## src/rtl/tsam_pkg.sv

```systemverilog
// Shared types, widths and the in-block swizzle function of the texel address map.
// No dependencies; every other file of the block imports this package.
package tsam_pkg;

  localparam int unsigned CoordW  = 10;
  localparam int unsigned TexelW  = 8;
  localparam int unsigned OffsetW = 20;
  localparam int unsigned StatusW = 2;
  localparam int unsigned ExpW    = 4;
  localparam int unsigned PAddrW  = 3;
  localparam int unsigned PDataW  = 32;

  // Largest texture side; an exponent above its log is clamped to it.
  localparam int unsigned MaxSide     = 1024;
  localparam int unsigned MaxSideLog2 = $clog2(MaxSide);

  // Register indexes on the configuration port.
  localparam logic REG_WIDTH_LOG2  = 1'b0;
  localparam logic REG_HEIGHT_LOG2 = 1'b1;

  typedef enum logic [StatusW-1:0] {
    STATUS_OK      = 2'd0,
    STATUS_RANGE   = 2'd1,
    STATUS_SMALL_H = 2'd2
  } status_e;

  typedef struct packed {
    logic [ExpW-1:0] width_log2;
    logic [ExpW-1:0] height_log2;
  } cfg_t;

  // Exponent of the effective side, clamped to the largest side.
  function automatic logic [ExpW-1:0] side_log2(input logic [ExpW-1:0] e);
    logic [ExpW-1:0] lim;
    lim = ExpW'(MaxSideLog2);
    return (e > lim) ? lim : e;
  endfunction

  // Inverse of the column table: the slot index of byte s within its column.
  // The even table maps slot bits {i5..i0} to byte bits
  // {i0, i5, i1, i4^i0, i3, i2}; the odd table is the even one with i4 flipped.
  function automatic logic [5:0] col_slot(input logic odd_col, input logic [5:0] s);
    logic [5:0] i;
    i[0] = s[5];
    i[1] = s[3];
    i[2] = s[0];
    i[3] = s[1];
    i[4] = s[2] ^ s[5] ^ odd_col;
    i[5] = s[4];
    return i;
  endfunction

endpackage

```

## src/rtl/tsam_in_if.sv

```systemverilog
// Input channel of the texel address map: a valid/ready beat of coordinates and texel.
// Depends on tsam_pkg for the field widths.
interface tsam_in_if import tsam_pkg::*; ();
  logic              valid;
  logic              ready;
  logic [CoordW-1:0] src_x;
  logic [CoordW-1:0] src_y;
  logic [TexelW-1:0] texel;

  modport source (output valid, src_x, src_y, texel, input ready);
  modport sink   (input valid, src_x, src_y, texel, output ready);
endinterface

```

## src/rtl/tsam_out_if.sv

```systemverilog
// Result channel of the texel address map: a valid/ready beat of offset, texel and status.
// Depends on tsam_pkg for the field widths.
interface tsam_out_if import tsam_pkg::*; ();
  logic               valid;
  logic               ready;
  logic [OffsetW-1:0] dest_offset;
  logic [TexelW-1:0]  texel_out;
  logic [StatusW-1:0] status;

  modport source (output valid, dest_offset, texel_out, status, input ready);
  modport sink   (input valid, dest_offset, texel_out, status, output ready);
endinterface

```

## src/rtl/tsam_cfg.sv

```systemverilog
// APB-style register file holding the width and height exponents.
// Depends on tsam_pkg for the register layout and cfg_t.
module tsam_cfg import tsam_pkg::*; (
  input  logic              clk_i,
  input  logic              rst_ni,
  input  logic              psel,
  input  logic              penable,
  input  logic              pwrite,
  input  logic [PAddrW-1:0] paddr,
  input  logic [PDataW-1:0] pwdata,
  output logic [PDataW-1:0] prdata,
  output logic              pready,
  output cfg_t              cfg_o
);

  cfg_t cfg_q, cfg_d;
  logic wr_en;
  logic reg_sel;

  assign pready  = 1'b1;
  assign wr_en   = psel && penable && pwrite && pready;
  assign reg_sel = paddr[2];

  always_comb begin
    cfg_d = cfg_q;
    if (wr_en) begin
      unique case (reg_sel)
        REG_WIDTH_LOG2:  cfg_d.width_log2  = pwdata[ExpW-1:0];
        REG_HEIGHT_LOG2: cfg_d.height_log2 = pwdata[ExpW-1:0];
        default: cfg_d = cfg_q;
      endcase
    end
  end

  always_comb begin
    unique case (reg_sel)
      REG_WIDTH_LOG2:  prdata = PDataW'(cfg_q.width_log2);
      REG_HEIGHT_LOG2: prdata = PDataW'(cfg_q.height_log2);
      default:         prdata = '0;
    endcase
  end

  always_ff @(posedge clk_i or negedge rst_ni) begin
    if (!rst_ni) begin
      cfg_q.width_log2  <= ExpW'(7);
      cfg_q.height_log2 <= ExpW'(6);
    end else begin
      cfg_q <= cfg_d;
    end
  end

  assign cfg_o = cfg_q;

endmodule

```

## src/rtl/tsam_addr.sv

```systemverilog
// Combinational address map from one registered texel position to its swizzled offset.
// Depends on tsam_pkg for side_log2, col_slot, cfg_t and status_e.
module tsam_addr import tsam_pkg::*; (
  input  cfg_t               cfg_i,
  input  logic [CoordW-1:0]  x_i,
  input  logic [CoordW-1:0]  y_i,
  output logic [OffsetW-1:0] offset_o,
  output status_e            status_o
);

  logic [ExpW-1:0]    wl, hl;
  logic [ExpW-1:0]    ph_l;
  logic [ExpW-1:0]    row_sh, pw_sh;
  logic [ExpW+1:0]    page_sh;
  logic               x_oob, y_oob, narrow, small_h;
  logic [5:0]         py;
  logic [6:0]         px;
  logic [5:0]         slot;
  logic [7:0]         opos;
  logic [4:0]         orow;
  logic [7:0]         ocol;
  logic [3:0]         pi;
  logic [2:0]         pj;
  logic [OffsetW-1:0] lin_off, swz_off;

  assign wl = side_log2(cfg_i.width_log2);
  assign hl = side_log2(cfg_i.height_log2);

  // Sides are powers of two, so the range check is a shift test.
  assign x_oob   = ((32'(x_i) >> wl) != 32'd0);
  assign y_oob   = ((32'(y_i) >> hl) != 32'd0);
  assign narrow  = (wl < ExpW'(4));
  assign small_h = (hl < ExpW'(2));

  assign py   = y_i[5:0];
  assign px   = x_i[6:0];
  // Byte index inside the 16x16 block is {py[3:0], px[3:0]}; its top two bits pick the column.
  assign slot = col_slot(py[2], {py[1:0], px[3:0]});
  assign opos = {py[3:2], slot};
  assign orow = {py[5:4], opos[7:5]};
  assign ocol = {px[6:4], opos[4:0]};
  assign pi   = y_i[CoordW-1:6];
  assign pj   = x_i[CoordW-1:7];

  // Page height is H/2 below 64 rows, else 32; page width is 2W below 128, else 256.
  assign ph_l    = (hl < ExpW'(6)) ? (hl - ExpW'(1)) : ExpW'(5);
  assign row_sh  = wl + ExpW'(1);
  assign pw_sh   = (wl < ExpW'(7)) ? row_sh : ExpW'(8);
  assign page_sh = (ExpW+2)'(ph_l) + (ExpW+2)'(row_sh);

  assign lin_off = (OffsetW'(y_i) << wl) + OffsetW'(x_i);
  assign swz_off = (OffsetW'(pi) << page_sh) + (OffsetW'(pj) << pw_sh)
                 + (OffsetW'(orow) << row_sh) + OffsetW'(ocol);

  always_comb begin
    if (x_oob || y_oob) begin
      status_o = STATUS_RANGE;
      offset_o = '0;
    end else if (narrow) begin
      status_o = STATUS_OK;
      offset_o = lin_off;
    end else if (small_h) begin
      status_o = STATUS_SMALL_H;
      offset_o = '0;
    end else begin
      status_o = STATUS_OK;
      offset_o = swz_off;
    end
  end

endmodule

```

## src/rtl/texel8_swizzle_address_map.sv

```systemverilog
// Top level of the 8-bit texel swizzle address map: input register, address logic, result register.
// Depends on tsam_pkg, tsam_in_if, tsam_out_if, tsam_cfg and tsam_addr.
//
//   Port      Dir  Kind        Carries
//   in_i      in   valid/ready src_x, src_y, texel
//   out_o     out  valid/ready dest_offset, texel_out, status
//   APB       in   write/read  width_log2 (0x0), height_log2 (0x4)
//
// An accepted beat is held in the input register, then passes through the address logic into
// the result register. One beat is accepted every cycle unless both registers are full and the result is not taken.
// Reset clears both stage valids and loads width_log2 = 7, height_log2 = 6.
// When the result is not taken, the stages fill and in_i.ready drops once both registers hold a beat.
module texel8_swizzle_address_map import tsam_pkg::*; (
  input  logic              clk_i,
  input  logic              rst_ni,
  tsam_in_if.sink           in_i,
  tsam_out_if.source        out_o,
  input  logic              psel,
  input  logic              penable,
  input  logic              pwrite,
  input  logic [PAddrW-1:0] paddr,
  input  logic [PDataW-1:0] pwdata,
  output logic [PDataW-1:0] prdata,
  output logic              pready
);

  cfg_t               cfg;
  logic               in_valid_q;
  logic [CoordW-1:0]  x_q, y_q;
  logic [TexelW-1:0]  tex_q;
  logic               out_valid_q;
  logic [OffsetW-1:0] off_q;
  logic [TexelW-1:0]  tex_out_q;
  status_e            status_q;
  logic [OffsetW-1:0] off_d;
  status_e            status_d;
  logic               out_ready, in_ready, in_fire, out_load;

  tsam_cfg u_cfg (
    .clk_i   (clk_i),
    .rst_ni  (rst_ni),
    .psel    (psel),
    .penable (penable),
    .pwrite  (pwrite),
    .paddr   (paddr),
    .pwdata  (pwdata),
    .prdata  (prdata),
    .pready  (pready),
    .cfg_o   (cfg)
  );

  tsam_addr u_addr (
    .cfg_i    (cfg),
    .x_i      (x_q),
    .y_i      (y_q),
    .offset_o (off_d),
    .status_o (status_d)
  );

  assign out_ready = !out_valid_q || out_o.ready;
  assign in_ready  = !in_valid_q || out_ready;
  assign in_fire   = in_i.valid && in_ready;
  assign out_load  = in_valid_q && out_ready;

  assign in_i.ready = in_ready;

  always_ff @(posedge clk_i or negedge rst_ni) begin
    if (!rst_ni) begin
      in_valid_q  <= 1'b0;
      out_valid_q <= 1'b0;
    end else begin
      if (in_ready) begin
        in_valid_q <= in_i.valid;
      end
      if (out_ready) begin
        out_valid_q <= in_valid_q;
      end
    end
  end

  always_ff @(posedge clk_i) begin
    if (in_fire) begin
      x_q   <= in_i.src_x;
      y_q   <= in_i.src_y;
      tex_q <= in_i.texel;
    end
    if (out_load) begin
      off_q     <= off_d;
      tex_out_q <= tex_q;
      status_q  <= status_d;
    end
  end

  assign out_o.valid       = out_valid_q;
  assign out_o.dest_offset = off_q;
  assign out_o.texel_out   = tex_out_q;
  assign out_o.status      = status_q;

endmodule
```

## src/flat_wrapper.sv

```systemverilog
// flat-port wrapper written by rule: the top's interface ports become plain ports
module texel8_swizzle_address_map_flat import tsam_pkg::*;
  (clk_i, rst_ni, psel, penable, pwrite, paddr, pwdata, prdata, pready, in_i_valid, in_i_src_x, in_i_src_y, in_i_texel, in_i_ready, out_o_valid, out_o_dest_offset, out_o_texel_out, out_o_status, out_o_ready);
  tsam_in_if in_i_i ();
  tsam_out_if out_o_i ();
  input  logic clk_i;
  input  logic rst_ni;
  input  logic psel;
  input  logic penable;
  input  logic pwrite;
  input  logic [PAddrW-1:0] paddr;
  input  logic [PDataW-1:0] pwdata;
  output logic [PDataW-1:0] prdata;
  output logic pready;
  input wire logic [$bits(in_i_i.valid)-1:0] in_i_valid;
  input wire logic [$bits(in_i_i.src_x)-1:0] in_i_src_x;
  input wire logic [$bits(in_i_i.src_y)-1:0] in_i_src_y;
  input wire logic [$bits(in_i_i.texel)-1:0] in_i_texel;
  output wire logic [$bits(in_i_i.ready)-1:0] in_i_ready;
  output wire logic [$bits(out_o_i.valid)-1:0] out_o_valid;
  output wire logic [$bits(out_o_i.dest_offset)-1:0] out_o_dest_offset;
  output wire logic [$bits(out_o_i.texel_out)-1:0] out_o_texel_out;
  output wire logic [$bits(out_o_i.status)-1:0] out_o_status;
  input wire logic [$bits(out_o_i.ready)-1:0] out_o_ready;
  assign in_i_i.valid = in_i_valid;
  assign in_i_i.src_x = in_i_src_x;
  assign in_i_i.src_y = in_i_src_y;
  assign in_i_i.texel = in_i_texel;
  assign in_i_ready = in_i_i.ready;
  assign out_o_valid = out_o_i.valid;
  assign out_o_dest_offset = out_o_i.dest_offset;
  assign out_o_texel_out = out_o_i.texel_out;
  assign out_o_status = out_o_i.status;
  assign out_o_i.ready = out_o_ready;
  texel8_swizzle_address_map u_core (.clk_i(clk_i), .rst_ni(rst_ni), .in_i(in_i_i), .out_o(out_o_i), .psel(psel), .penable(penable), .pwrite(pwrite), .paddr(paddr), .pwdata(pwdata), .prdata(prdata), .pready(pready));
endmodule
```

## config.mk

```make
export PLATFORM = sky130hd
export DESIGN_NAME = texel8_swizzle_address_map_flat
export DESIGN_NICKNAME = d
export VERILOG_FILES = /design/src/rtl/tsam_pkg.sv /design/src/rtl/tsam_in_if.sv /design/src/rtl/tsam_out_if.sv /design/src/rtl/tsam_cfg.sv /design/src/rtl/tsam_addr.sv /design/src/rtl/texel8_swizzle_address_map.sv /design/src/flat_wrapper.sv
export SDC_FILE = /design/constraint.sdc
export NUM_CORES = 1
export LEC_CHECK = 0
export ABC_CLOCK_PERIOD_IN_PS = 7650
export BUFFER_PORTS_ARGS = -buffer_cell sky130_fd_sc_hd__buf_2
export CAP_MARGIN = 20
export CORE_ASPECT_RATIO = 1.5
export CORE_MARGIN = 5
export CORE_UTILIZATION = 57
export DETAILED_ROUTE_END_ITERATION = 12
export MAX_ROUTING_LAYER = met4
export PLACE_DENSITY = 0.85
export SYNTH_ARGS = -nofsm -noshare
export SYNTH_HDL_FRONTEND = slang
export SYNTH_SLANG_ARGS = --single-unit
```

## constraint.sdc

```tcl
create_clock -name clk_i -period 7.65 [get_ports clk_i]
set_clock_uncertainty 0.05 [all_clocks]
set_input_delay 1.53 -clock clk_i [delete_from_list [all_inputs] [get_ports clk_i]]
set_output_delay 1.53 -clock clk_i [all_outputs]
set_load 0.005 [all_outputs]
```

Yosys cells after proc, flatten, opt, wreduce, memory -nomap -nowiden
Index checks and enable logic that the tools add are counted.

Bits of input ports: 70. Bits in read-only memories: 0. Memory bits (writable): 0. Memories: 0. Logic and storage cells: 56. Output and inout port bits: 65. Latch bits: 0. Register bits after elaboration: 68.

$add $sub $neg: 7. Bitwise gates (word level): 3. $lt $le $gt $ge: 6. Reductions and logical operators: 14. Shift-type cells: 6. Mux-type cells: 9. Equality and inequality tests: 0. Multiply operators: 0. Divide/modulo/power cells: 0.

Operators by type and width (number): 32-bit one-hot mux with 2 select lines (1); 32-bit nonzero test (2); 10-bit by 4-bit >> shifter with 32-bit output (2); 20-bit adder (2); 20-bit two-way mux (2); 20-bit by 10-bit adder with 20-bit output (1); 20-bit by 8-bit adder with 20-bit output (1); 10-bit by 4-bit left shift with 20-bit output (1); 3-bit by 4-bit left shift with 20-bit output (1); 4-bit by 5-bit left shift with 20-bit output (1); 5-bit by 4-bit left shift with 20-bit output (1); 4-bit two-way mux (4); 4-bit by 3-bit less-than comparator with 1-bit output (second input constant) (3); 4-bit > comparator (second input constant) (2); 4-bit by 4-bit adder with 5-bit output (1); 4-bit by 1-bit adder with 4-bit output (second input constant) (1); 1-bit logical AND (4); 4-bit by 2-bit less-than comparator with 1-bit output (second input constant) (1); 2-bit AND reduction (2); 4-bit by 1-bit subtractor with 4-bit output (second input constant) (1); 1-bit logical OR (3); 1-bit logical NOT (2); 2-bit two-way mux (1); 2-bit OR reduction (1); other kinds (3) (4).

Logic depth before layout (Yosys ltp)
Gate-level depths: netlist of the first run.

Word-level depth: 11. Gate-level depth with buffers: 25. Depth with buffers taken out: 25.

By module
A second synthesis of the first run with hierarchy kept.

Cells, all modules: 727. Area total of the unflattened synthesis: 6621.4 µm².

Modules (own cells, without submodules): tsam_addr (cells an instance 608, sequential area each 0.0 µm², times used 1, area each 4172.8 µm²); texel8_swizzle_address_map (cells an instance 66, sequential area each 1791.7 µm², times used 1, area each 1845.5 µm²); tsam_cfg (cells an instance 53, sequential area each 206.4 µm², times used 1, area each 603.1 µm²).

Worst setup path before layout of the first run
OpenSTA, ideal clock, no wires.

Kind: reg2reg. From: register u_core.u_cfg.cfg_q, in the netlist u_core.u_cfg.cfg_o[6]. To: register u_core.off_q[17], in the netlist u_core.out_o.dest_offset[17] (data pin). Arrival: 6.083 ns. Path slack: 1.263 ns. Required time: 7.346 ns. Library setup time: 0.254 ns. Buffers on the path: 2. Period minus slack after synthesis: 6.387 ns. Cell stages (with the launch flop): 23. Cell sequence: dfstp_2 o21ai_1 nand2_2 inv_2 ha_1 clkbuf_1 clkinv_1 fa_1 clkbuf_1 nand3_1 or3_1 fa_1 fa_1 inv_1 ha_1 fa_1 a211oi_1 o21bai_1 a2111oi_1 nor2_1 a31o_2 xnor2_1 nor2_1.

Longest elaborated chain between the ends: 10. Elaborated cells between the ends (all ways): 20. Those cells by class: add/sub: 6; order compare: 3; shift: 5; mux: 4; reduce/logical: 2.

Ends and longest elaborated chain: start: declaration (line tsam_cfg.sv:16) `cfg_t cfg_q, cfg_d;`; start signal: assignment (line tsam_cfg.sv:48) `cfg_q <= cfg_d;`; 4-bit > comparator (line tsam_pkg.sv:36) `return (e > lim) ? lim : e;`; 4-bit two-way mux (*) (line tsam_pkg.sv:36); 4-bit by 1-bit adder with 4-bit output or 4-bit by 3-bit less-than comparator with 1-bit output (tied branches) (line tsam_addr.sv:47, tsam_addr.sv:48); 4-bit by 4-bit adder with 5-bit output or 4-bit two-way mux (tied branches) (line tsam_addr.sv:49, tsam_addr.sv:48); 4-bit by 5-bit left shift with 20-bit output or 3-bit by 4-bit left shift with 20-bit output (tied branches) (line tsam_addr.sv:52) `assign swz_off = (OffsetW'(pi) << page_sh) + (OffsetW'(pj) << pw_sh)`; 20-bit adder (line tsam_addr.sv:52); 20-bit adder (line tsam_addr.sv:53) `+ (OffsetW'(orow) << row_sh) + OffsetW'(ocol);`; 20-bit by 8-bit adder with 20-bit output (line tsam_addr.sv:53); 20-bit two-way mux (line tsam_addr.sv:62) `end else if (small_h) begin`; 20-bit two-way mux (line tsam_addr.sv:59) `end else if (narrow) begin`; end signal: assignment (line texel8_swizzle_address_map.sv:88) `off_q <= off_d;`; end: declaration (line texel8_swizzle_address_map.sv:32) `logic [OffsetW-1:0] off_q;`.

Every way passes the cells marked *; elsewhere a longest branch is shown, timed or not. A chain may end at the register's enable or synchronous reset.

Worst setup path in the final report of the first run
From: register u_core.u_cfg.cfg_q, in the netlist u_core.u_cfg.cfg_o[6]. To: register u_core.off_q[19], in the netlist u_core.out_o.dest_offset[19] (data pin).

The elaborated chain is that of the path after synthesis.

==> results of run 1 <==
cells in the mapped netlist, types with 11 or more instances:
library cell	number	area share
nor2_1	68	0.038
inv_1	66	0.037
edfxtp_1	58	0.26
nand2_1	56	0.031
ha_1	46	0.086
a21oi_1	40	0.030
o21ai_0	32	0.024
buf_4	30	0.034
fa_1	28	0.084
mux2i_1	27	0.040
nand3_1	26	0.019
nor3_1	21	0.016
xnor2_1	19	0.025
clkbuf_1	15	0.0084
xor2_1	15	0.020
mux2_2	13	0.022
nand2b_1	12	0.011
o22ai_1	11	0.010
metrics by stage:
stage | std cells | setup WS, ps | power (mW)
after floorplan | 769 | 1260 | 2.27
after global placement | 946 | 856 | 2.75
after detailed placement | 946 | 806 | 2.80
after CTS | 962 | 760 | 3.25
after global routing | 962 | 282 | 3.57
final | 962 | 743 | 3.28
final cells by class:
type / instances / area, um2
tap: 150 / 188
sequential: 68 / 2000
clock buffer: 9 / 225
inverter: 69 / 259
clock inverter: 7 / 82.6
timing repair buffer: 86 / 458
multi-input combinational: 573 / 4180
fill: 1007 / 4140
worst min path at each step:
stage                                                      to  slack, ps  depth (start not counted)                      start
after CTS                 u_core.out_o.texel_out[4]$_DFFE_PP_        360                          0  u_core.tex_q[4]$_DFFE_PP_
after floorplan           u_core.out_o.texel_out[0]$_DFFE_PP_        350                          0  u_core.tex_q[0]$_DFFE_PP_
after detailed placement  u_core.out_o.texel_out[4]$_DFFE_PP_        350                          0  u_core.tex_q[4]$_DFFE_PP_
final                     u_core.out_o.texel_out[4]$_DFFE_PP_        360                          0  u_core.tex_q[4]$_DFFE_PP_
after global placement    u_core.out_o.texel_out[0]$_DFFE_PP_        350                          0  u_core.tex_q[0]$_DFFE_PP_
after global routing      u_core.out_o.texel_out[4]$_DFFE_PP_        380                          0  u_core.tex_q[4]$_DFFE_PP_
routing by layer:
metal,vias up,part of all wire
met5,-,0
met4,0,0.057
met3,60,0.051
met2,236,0.52
met1,2606,0.37
li1,2677,-
where the power goes:
group	switching [mW]	internal, mW	total [mW]
Clock	0.181	0.258	0.439
Combinational	1.43	0.919	2.34
Sequential	0.0438	0.454	0.498
Total	1.65	1.63	3.28
critical path, delay by kind of cell, from the launching register on:
family                   cells  cell delay, ps
AO/OA/AOI/OAI                6            1630
XOR/XNOR                     2             430
buffers and inverters        4             450
AND/OR/NAND/NOR              6            1210
adder cells (fa/ha/maj)      6            2200
flip-flops                   1             700
kinds of logic (layout without fill, tap and decap cells):
group	after synthesis	count (layout)	synth area share
compound gates	160	160	0.159
xor+xnor	35	35	0.0479
fa+ha+maj	74	74	0.170
buf+inv	128	171	0.0928
flops	68	68	0.299
mux	41	41	0.0644
other cells	2	31	0.00112
simple gates	232	232	0.166
sequential cells by signal, indices dropped and copies added (netlist names):
register,cells
u_core.x_q,10
u_core.u_cfg.cfg_o,8
u_core.out_o.status,2
u_core.out_o.dest_offset,20
u_core.tex_q,8
u_core.y_q,10
u_core.in_valid_q,1
u_core.out_o.valid,1
u_core.out_o.texel_out,8
==> flow_summary.yaml, run 1 <==
drt:
  ant_nets: 0
  routedWlPerCell_um: 17.7
  drtIter0Drc: 316
  remaining_drc_errors: 0
  vias: 5579
  wl_mm: 17.0
  vias_per_cell: 5.80
  firstDrtPassIters: 5
place:
  routabilityCongestion: 0.993
  dpl.hpwl_mm: 13.3
  portBuffers: 75
  placed_cell_area_um2: 7080
power:
  leakagePower_nw: 3.37
  powerDensity_nw_per_um2: 444
  ir_drop_uv: 227
cts:
  clk_latency_ps: 350
  h-tree-depth: 3
  cts_buffers: 9
  postCtsSetupBuffers: 0
  clockBufferDepth: 2
  cts_sinks: 68
  root_buffer: "clkbuf_16"
  cts_tree: "yes"
  cts_resized: 0
  holdBufCountCts: 0
  clkTransAtPathRegs_ps: 70
synth:
  synth-edff-count: 58
  yosys.cell_types.count: 69
  ys.flop_type: "edfxtp_1"
  synth_seq_cells: 68
  synth.cell_area_um2: 6690
  async_flop_share: 0.147
  synth-seq-area-share: 0.299
  avgSynthCellArea_um2: 9.04
  ys_warn_count: 0
  netlist_instances: 740
timing:
  holdWs_ps: 362
  slew_headroom: 0.370
  tightest_slew_ps: 941
  slew_violations: 0
  fmax_mhz: 145
  final-setup-viol-count: 0
  fin_crit_sh: 0.903
  hold_viol_final: 0
  finalCriticalPeriod_ps: 6910
  rsz0062_at_grt: "no"
  finalSetupTns_ps: 0
min_path:
  min_path_type: "reg2reg"
finish:
  utilization: 0.641
  mostFrequentLayoutCell: "buf_2"
  antenna_cells: 0
  syn_to_final_growth_pct: 10.5
  final_cell_mix: "buf_2, nor2_1, inv_1, edfxtp_1, nand2_1"
  final_layout_size_suffix_gt1_frac: 0.179
  layout.nets: 951
  design_area_um2: 7390
floorplan:
  dieArea_um2: 14000
  core_um2: 11500
  rows: 48
  die_h_um: 143
  start_util: 0.580
  fp.dieW_um: 98.4
  ios: 135
setup_path:
  cp_cell_sequence: "a21oi_4 > inv_2 > ha_1 > xor2_1 > inv_1 > ha_1 > nor2b_1 > o21ai_0 > nor2b_1 > nand2_1 > nor2_1 > fa_1 > inv_1 > fa_1 > inv_1 > ha_1 > fa_1 > a211oi_1 > o21bai_1 > a2111oi_1 > nor3_1 > o22a_1 > xnor3_1 > nor2_1"
  cp-endpoint: "u_core.out_o.dest_offset[19]$_SDFFCE_PP0P_"
  crit-reg2reg-launch: "u_core.u_cfg.cfg_o[6]$_DFFE_PN1P_"
  arrival_ps: 6960
  rrSetupSlack_ps: 740
  crit_type: "reg2reg"
  slowest_stage: "dfstp_2"
  rr_endpoint: "u_core.out_o.dest_offset[19]$_SDFFCE_PP0P_"
  reg2reg_depth: 24
  critical_path.startpoint: "u_core.u_cfg.cfg_o[6]$_DFFE_PN1P_"
  critPathMaxFanout: 13
  cp-end-kind: "flop"
  required_ps: 7700
  startpoint_type: "flop"
  cpPeakStageDelay_ps: 700
global_routing:
  antenna_found_initial: 0
  grtUsageTotal: 0.255
  grt_max_degree: 31
  overflow: 0
  grt_use_met3: 0.0411
  grt_pass1_vias: 5558
  use_met2: 0.448
  top_usage_layer: "met2"
  grt_pass1_wl_mm: 27.4
  gr-usage-met1: 0.268
status:
  status: "finished, final reports clean"
run:
  maxCapViolations: 0
No activity file was read; power rests on OpenSTA's default activity.
==> run 2: changes to the inputs <==
- CELL_PAD_IN_SITES_DETAIL_PLACEMENT: default -> 1
- CELL_PAD_IN_SITES_GLOBAL_PLACEMENT: default -> 1
- CORE_UTILIZATION: 57 -> 43
==> run 2 against run 1 <==
  * Setup slack worse by 320 ps
  * Combinational power rose by 2%
  * Flip-flop and latch count did not move
  * Sequential share of layout area is 0.23 points lower
  * Worst hold slack improved by 8.4 ps
  * Sequential power barely moved
  * Register-to-register slack worse by 320 ps
  * First-iteration DRC count is 9.8% higher
  * Non-clock buffer count did not move
  * Final cell count is 5.1% higher
  * Via count grew 2.2%
  * Total power grew 1.9%
  * Largest cell class unchanged
  * Highest routed layer unchanged
==> flow_summary.yaml, run 2 (synthesis gave the netlist of run 1 again) <==
finish:
  register_area_um2: 2000
  multiInputGateArea_um2: 4180
  largest_register_ffs: 20
  layout.nets: 951
  fillers: 1806
  stdcell_count: 1011
  design_area_um2: 7450
  final_cell_mix: "buf_2, nor2_1, inv_1, edfxtp_1, nand2_1"
  final_layout_size_suffix_gt1_frac: 0.179
  syn_to_final_growth_pct: 11.4
  mostFrequentLayoutCell: "buf_2"
  antenna_cells: 0
place:
  placed_cell_area_um2: 7140
  place_inst: 995
  routabilityCongestion: 0.932
  dp_slack_ps: 510
  dpl.hpwl_mm: 15.5
  portBuffers: 75
global_routing:
  overflow: 0
  grt_pass1_wl_mm: 31.2
  grt_pass1_vias: 6012
  grtUsageTotal: 0.223
  grt_max_degree: 29
  antenna_found_initial: 0
power:
  swShare: 0.512
  leakagePower_nw: 3.37
  combPwrFrac: 0.714
  ir_drop_uv: 163
  clkPwrFrac: 0.137
  sequentialPowerShare: 0.150
  powerDensity_nw_per_um2: 449
  p_sw_mw: 1.71
  internal-power_mw: 1.63
floorplan:
  fp.dieW_um: 112
  dieArea_um2: 18200
  die_h_um: 163
  start_util: 0.440
  ios: 135
  rows: 55
  core_um2: 15200
drt:
  ant_nets: 0
  remaining_drc_errors: 0
  firstDrtPassIters: 4
  vias: 5704
  vias_per_cell: 5.64
  drtIter0Drc: 347
  wl_mm: 19.5
  routedWlPerCell_um: 19.3
timing:
  timing.final.ws_setup_ps: 422
  fmax_mhz: 138
  slew_violations: 0
  finalCriticalPeriod_ps: 7230
  finalSetupTns_ps: 0
  rsz0062_at_grt: "no"
  tightest_slew_ps: 1000
  hold_viol_final: 0
  final-setup-viol-count: 0
  slew_headroom: 0.329
  fin_crit_sh: 0.945
setup_path:
  cp-endpoint: "u_core.out_o.dest_offset[17]$_SDFFCE_PP0P_"
  required_ps: 7710
  crit_type: "reg2reg"
  crit-reg2reg-launch: "u_core.u_cfg.cfg_o[6]$_DFFE_PN1P_"
  cp-end-kind: "flop"
  rr_endpoint: "u_core.out_o.dest_offset[17]$_SDFFCE_PP0P_"
  critPathMaxFanout: 12
  arrival_ps: 7290
  reg2reg_depth: 21
  critical_path.startpoint: "u_core.u_cfg.cfg_o[6]$_DFFE_PN1P_"
  startpoint_type: "flop"
  rrSetupSlack_ps: 420
cts:
  root_buffer: "clkbuf_16"
  cts_resized: 0
  clkTransAtPathRegs_ps: 70
  clockBufferDepth: 2
  h-tree-depth: 3
  cts_buffers: 9
  clk_latency_ps: 340
  holdBufCountCts: 0
  postCtsSetupBuffers: 0
  cts_tree: "yes"
  cts_sinks: 68
run:
  maxCapViolations: 0
status:
  status: "finished, final reports clean"
min_path:
  min_path_type: "reg2reg"
-- run 2: how the worst min path moves through the flow --
| stage | startpoint | end | slack, ps | cells past startpoint |
|---|---|---|---|---|
| 6_report | u_core.tex_q[4]$_DFFE_PP_ | u_core.out_o.texel_out[4]$_DFFE_PP_ | 370 | 0 |
| 5_1_grt | u_core.tex_q[0]$_DFFE_PP_ | u_core.out_o.texel_out[0]$_DFFE_PP_ | 380 | 0 |
| 4_1_cts | u_core.tex_q[0]$_DFFE_PP_ | u_core.out_o.texel_out[0]$_DFFE_PP_ | 370 | 0 |
| 3_5_place_dp | u_core.tex_q[0]$_DFFE_PP_ | u_core.out_o.texel_out[0]$_DFFE_PP_ | 360 | 0 |
| 3_3_place_gp | u_core.tex_q[6]$_DFFE_PP_ | u_core.out_o.texel_out[6]$_DFFE_PP_ | 350 | 0 |
| 2_1_floorplan | u_core.tex_q[0]$_DFFE_PP_ | u_core.out_o.texel_out[0]$_DFFE_PP_ | 350 | 0 |
-- run 2: power groups by stage --
stage	Combinational, mW	Sequential [mW]	Clock [mW]
2_1_floorplan	1.79	0.482	0
3_3_place_gp	2.31	0.505	0
3_5_place_dp	2.37	0.507	0
4_1_cts	2.40	0.500	0.464
5_1_grt	2.67	0.506	0.481
6_report	2.39	0.500	0.457
-- run 2: area by class of cell --
class / instances / area share
clock inverter: 7 / 0.0113
timing repair buffer: 86 / 0.0615
sequential: 68 / 0.268
tap: 199 / 0.0334
inverter: 69 / 0.0348
clock buffer: 9 / 0.0302
multi-input combinational: 573 / 0.561
-- run 2: worst max-delay path, stage by stage, from the launching register on --
cell and delay [ps]:
dfstp_2 710, a21oi_4 170, inv_2 220, ha_1 460
xor2_1 240, inv_1 160, ha_1 400, xor2_1 480
nand3_1 230, or3_1 440, fa_1 490, fa_1 490
inv_1 40, ha_1 230, fa_1 450, a211oi_1 270
o21bai_1 170, a2111oi_1 620, nor2_1 150, a31o_2 290
xnor2_1 150, nor2_1 50
-- run 2: layer usage --
metal	routed length, um	part of all wire	vias up	GRT usage
met1	7500	0.38	2806	0.242
met3	778	0.040	45	0.0212
met5	0	0	-	-
met4	681	0.035	0	0.0874
met2	10600	0.54	171	0.416
li1	-	-	2682	-
-- run 2: metrics by stage --
stage               hold WS, ps   util  power, mW
CTS                         373  0.490       3.36
global placement            351  0.470       2.82
global route                375  0.490       3.66
detailed placement          357  0.470       2.87
finish                      371  0.490       3.34
floorplan                   350      -       2.27
==> run 3: changes to the inputs <==
--- a/config.mk
+++ b/config.mk
@@ -15,4 +15,5 @@
 export CORE_UTILIZATION = 43
 export DETAILED_ROUTE_END_ITERATION = 12
+export GPL_ROUTABILITY_DRIVEN = 1
 export MAX_ROUTING_LAYER = met4
 export PLACE_DENSITY = 0.85
==> constraint.sdc (replaced) <==
create_clock -name clk_i -period 7.65 [get_ports clk_i]
set_clock_uncertainty 0.05 [all_clocks]
set_input_delay 0.3825 -clock clk_i [delete_from_list [all_inputs] [get_ports clk_i]]
set_output_delay 0.3825 -clock clk_i [all_outputs]
set_load 0.005 [all_outputs]
==> run 3 against run 2 <==
  * Count of clock-buffer cells in the layout did not move
  * Via count rose by 1.2%
  * Die area stayed put
  * Final cell count is essentially flat
  * Sequential power is 2% higher
  * Critical path depth increased by 3
  * Largest cell class unchanged
  * Highest routed layer unchanged
==> flow_summary.yaml, run 3 (synthesis gave the netlist of run 1 again) <==
status:
  status: "finished, final reports clean"
power:
  clkPwrFrac: 0.134
  combPwrFrac: 0.715
  p_sw_mw: 1.73
  internal-power_mw: 1.65
  leakagePower_nw: 3.38
  swShare: 0.511
  powerDensity_nw_per_um2: 452
  sequentialPowerShare: 0.151
  ir_drop_uv: 206
drt:
  vias: 5775
  routedWlPerCell_um: 19.7
  wl_mm: 19.9
  drtIter0Drc: 333
  ant_nets: 0
  firstDrtPassIters: 5
  remaining_drc_errors: 0
  vias_per_cell: 5.71
finish:
  antenna_cells: 0
  layout.nets: 952
  final_cell_mix: "buf_2, nor2_1, inv_1, edfxtp_1, nand2_1"
  final_layout_size_suffix_gt1_frac: 0.180
  largest_register_ffs: 20
  mostFrequentLayoutCell: "buf_2"
  utilization: 0.491
  syn_to_final_growth_pct: 11.6
timing:
  fmax_mhz: 140
  rsz0062_at_grt: "no"
  finalCriticalPeriod_ps: 7160
  slew_violations: 0
  timing.final.ws_setup_ps: 494
  holdWs_ps: 159
  fin_crit_sh: 0.935
  tightest_slew_ps: 974
  finalSetupTns_ps: 0
  hold_viol_final: 0
  final-setup-viol-count: 0
  slew_headroom: 0.348
place:
  dpl.hpwl_mm: 15.5
  routabilityCongestion: 0.951
  dp_slack_ps: 523
  portBuffers: 75
setup_path:
  cp-end-kind: "flop"
  arrival_ps: 7210
  required_ps: 7710
  startpoint_type: "flop"
  critPathMaxFanout: 19
  crit_type: "reg2reg"
  rrSetupSlack_ps: 490
run:
  maxCapViolations: 0
cts:
  cts_tree: "yes"
  root_buffer: "clkbuf_16"
  cts_sinks: 68
  clkTransAtPathRegs_ps: 70
  cts_buffers: 9
  clk_latency_ps: 350
  h-tree-depth: 3
  clockBufferDepth: 2
floorplan:
  dieArea_um2: 18200
  rows: 55
  ios: 135
  start_util: 0.440
  die_h_um: 163
  core_um2: 15200
  fp.dieW_um: 112
global_routing:
  grt_pass1_wl_mm: 31.6
  grt_pass1_vias: 6186
  grt_max_degree: 29
  overflow: 0
  antenna_found_initial: 0
  grtUsageTotal: 0.224
min_path:
  min_path_type: "in2reg"
## run 3: power by group through the flow
| stage | clock network, mW | logic (mW) | registers [mW] |
|---|---|---|---|
| 3_3_place_gp | 0 | 2.31 | 0.514 |
| 6_report | 0.451 | 2.42 | 0.510 |
| 2_1_floorplan | 0 | 1.79 | 0.482 |
| 4_1_cts | 0.457 | 2.41 | 0.508 |
| 3_5_place_dp | 0 | 2.38 | 0.516 |
| 5_1_grt | 0.477 | 2.68 | 0.514 |
## run 3: final timing paths
check / startpoint / end / cells past startpoint
worst max-delay path: u_core.u_cfg.cfg_o[4]$_DFFE_PN1P_ / u_core.out_o.dest_offset[17]$_SDFFCE_PP0P_ / 24
worst min-delay path: in_i_src_y[9] / u_core.y_q[9]$_DFFE_PP_ / 1
worst max register to register: u_core.u_cfg.cfg_o[4]$_DFFE_PN1P_ / u_core.out_o.dest_offset[17]$_SDFFCE_PP0P_ / 24
worst min register to register: u_core.tex_q[7]$_DFFE_PP_ / u_core.out_o.texel_out[7]$_DFFE_PP_ / 0
max in group asynchronous: rst_ni / u_core.u_cfg.cfg_o[5]$_DFFE_PN1P_ / 2
min in group asynchronous: rst_ni / u_core.out_o.valid$_DFFE_PN0P_ / 2
## run 3: per-stage QoR
stage / power, mW / std cells / cell area (um2)
after floorplan: 2.27 / 769 / 6800
after CTS: 3.38 / 1012 / 7460
after detailed placement: 2.89 / 995 / 7140
after global routing: 3.67 / 1012 / 7460
final: 3.38 / 1012 / 7460
after global placement: 2.83 / 995 / 7140
## run 3: repair_timing
action                     4_1_cts  5_1_grt
buffers inserted                 0        0
gates resized for setup          0        1
setup endpoints to repair        0        1
hold endpoints to repair         5        0
hold buffers                     1        0
## run 3: cell type report
class	count	area (um2)
inverter	69	259
clock buffer	9	225
clock inverter	7	83.8
fill	1809	7750
sequential	68	2000
multi-input combinational	573	4180
timing repair buffer	87	468
tap	199	249
## run 3: per-layer routing
| layer | GRT usage | up-vias | share of wire |
|---|---|---|---|
| met5 | - | - | 0 |
| met4 | 0.116 | 0 | 0.051 |
| met3 | 0.0271 | 74 | 0.042 |
| met2 | 0.403 | 218 | 0.53 |
| met1 | 0.240 | 2802 | 0.38 |
| li1 | - | 2681 | - |
## run 3: worst max-delay path, cell delays in order, from the launching register on
cell,delay [ps]
dfstp_2,800
nand2_2,110
inv_2,220
ha_1,480
xor2_1,220
inv_1,150
ha_1,380
nor2b_1,160
o21ai_0,210
nor2b_1,280
nand2_1,230
nor2_1,320
fa_1,260
inv_1,70
fa_1,510
inv_1,50
ha_1,230
fa_1,450
a211oi_1,290
o21bai_1,190
a2111oi_1,630
nor2_1,160
a31o_2,290
xnor2_1,140
nor2_1,50
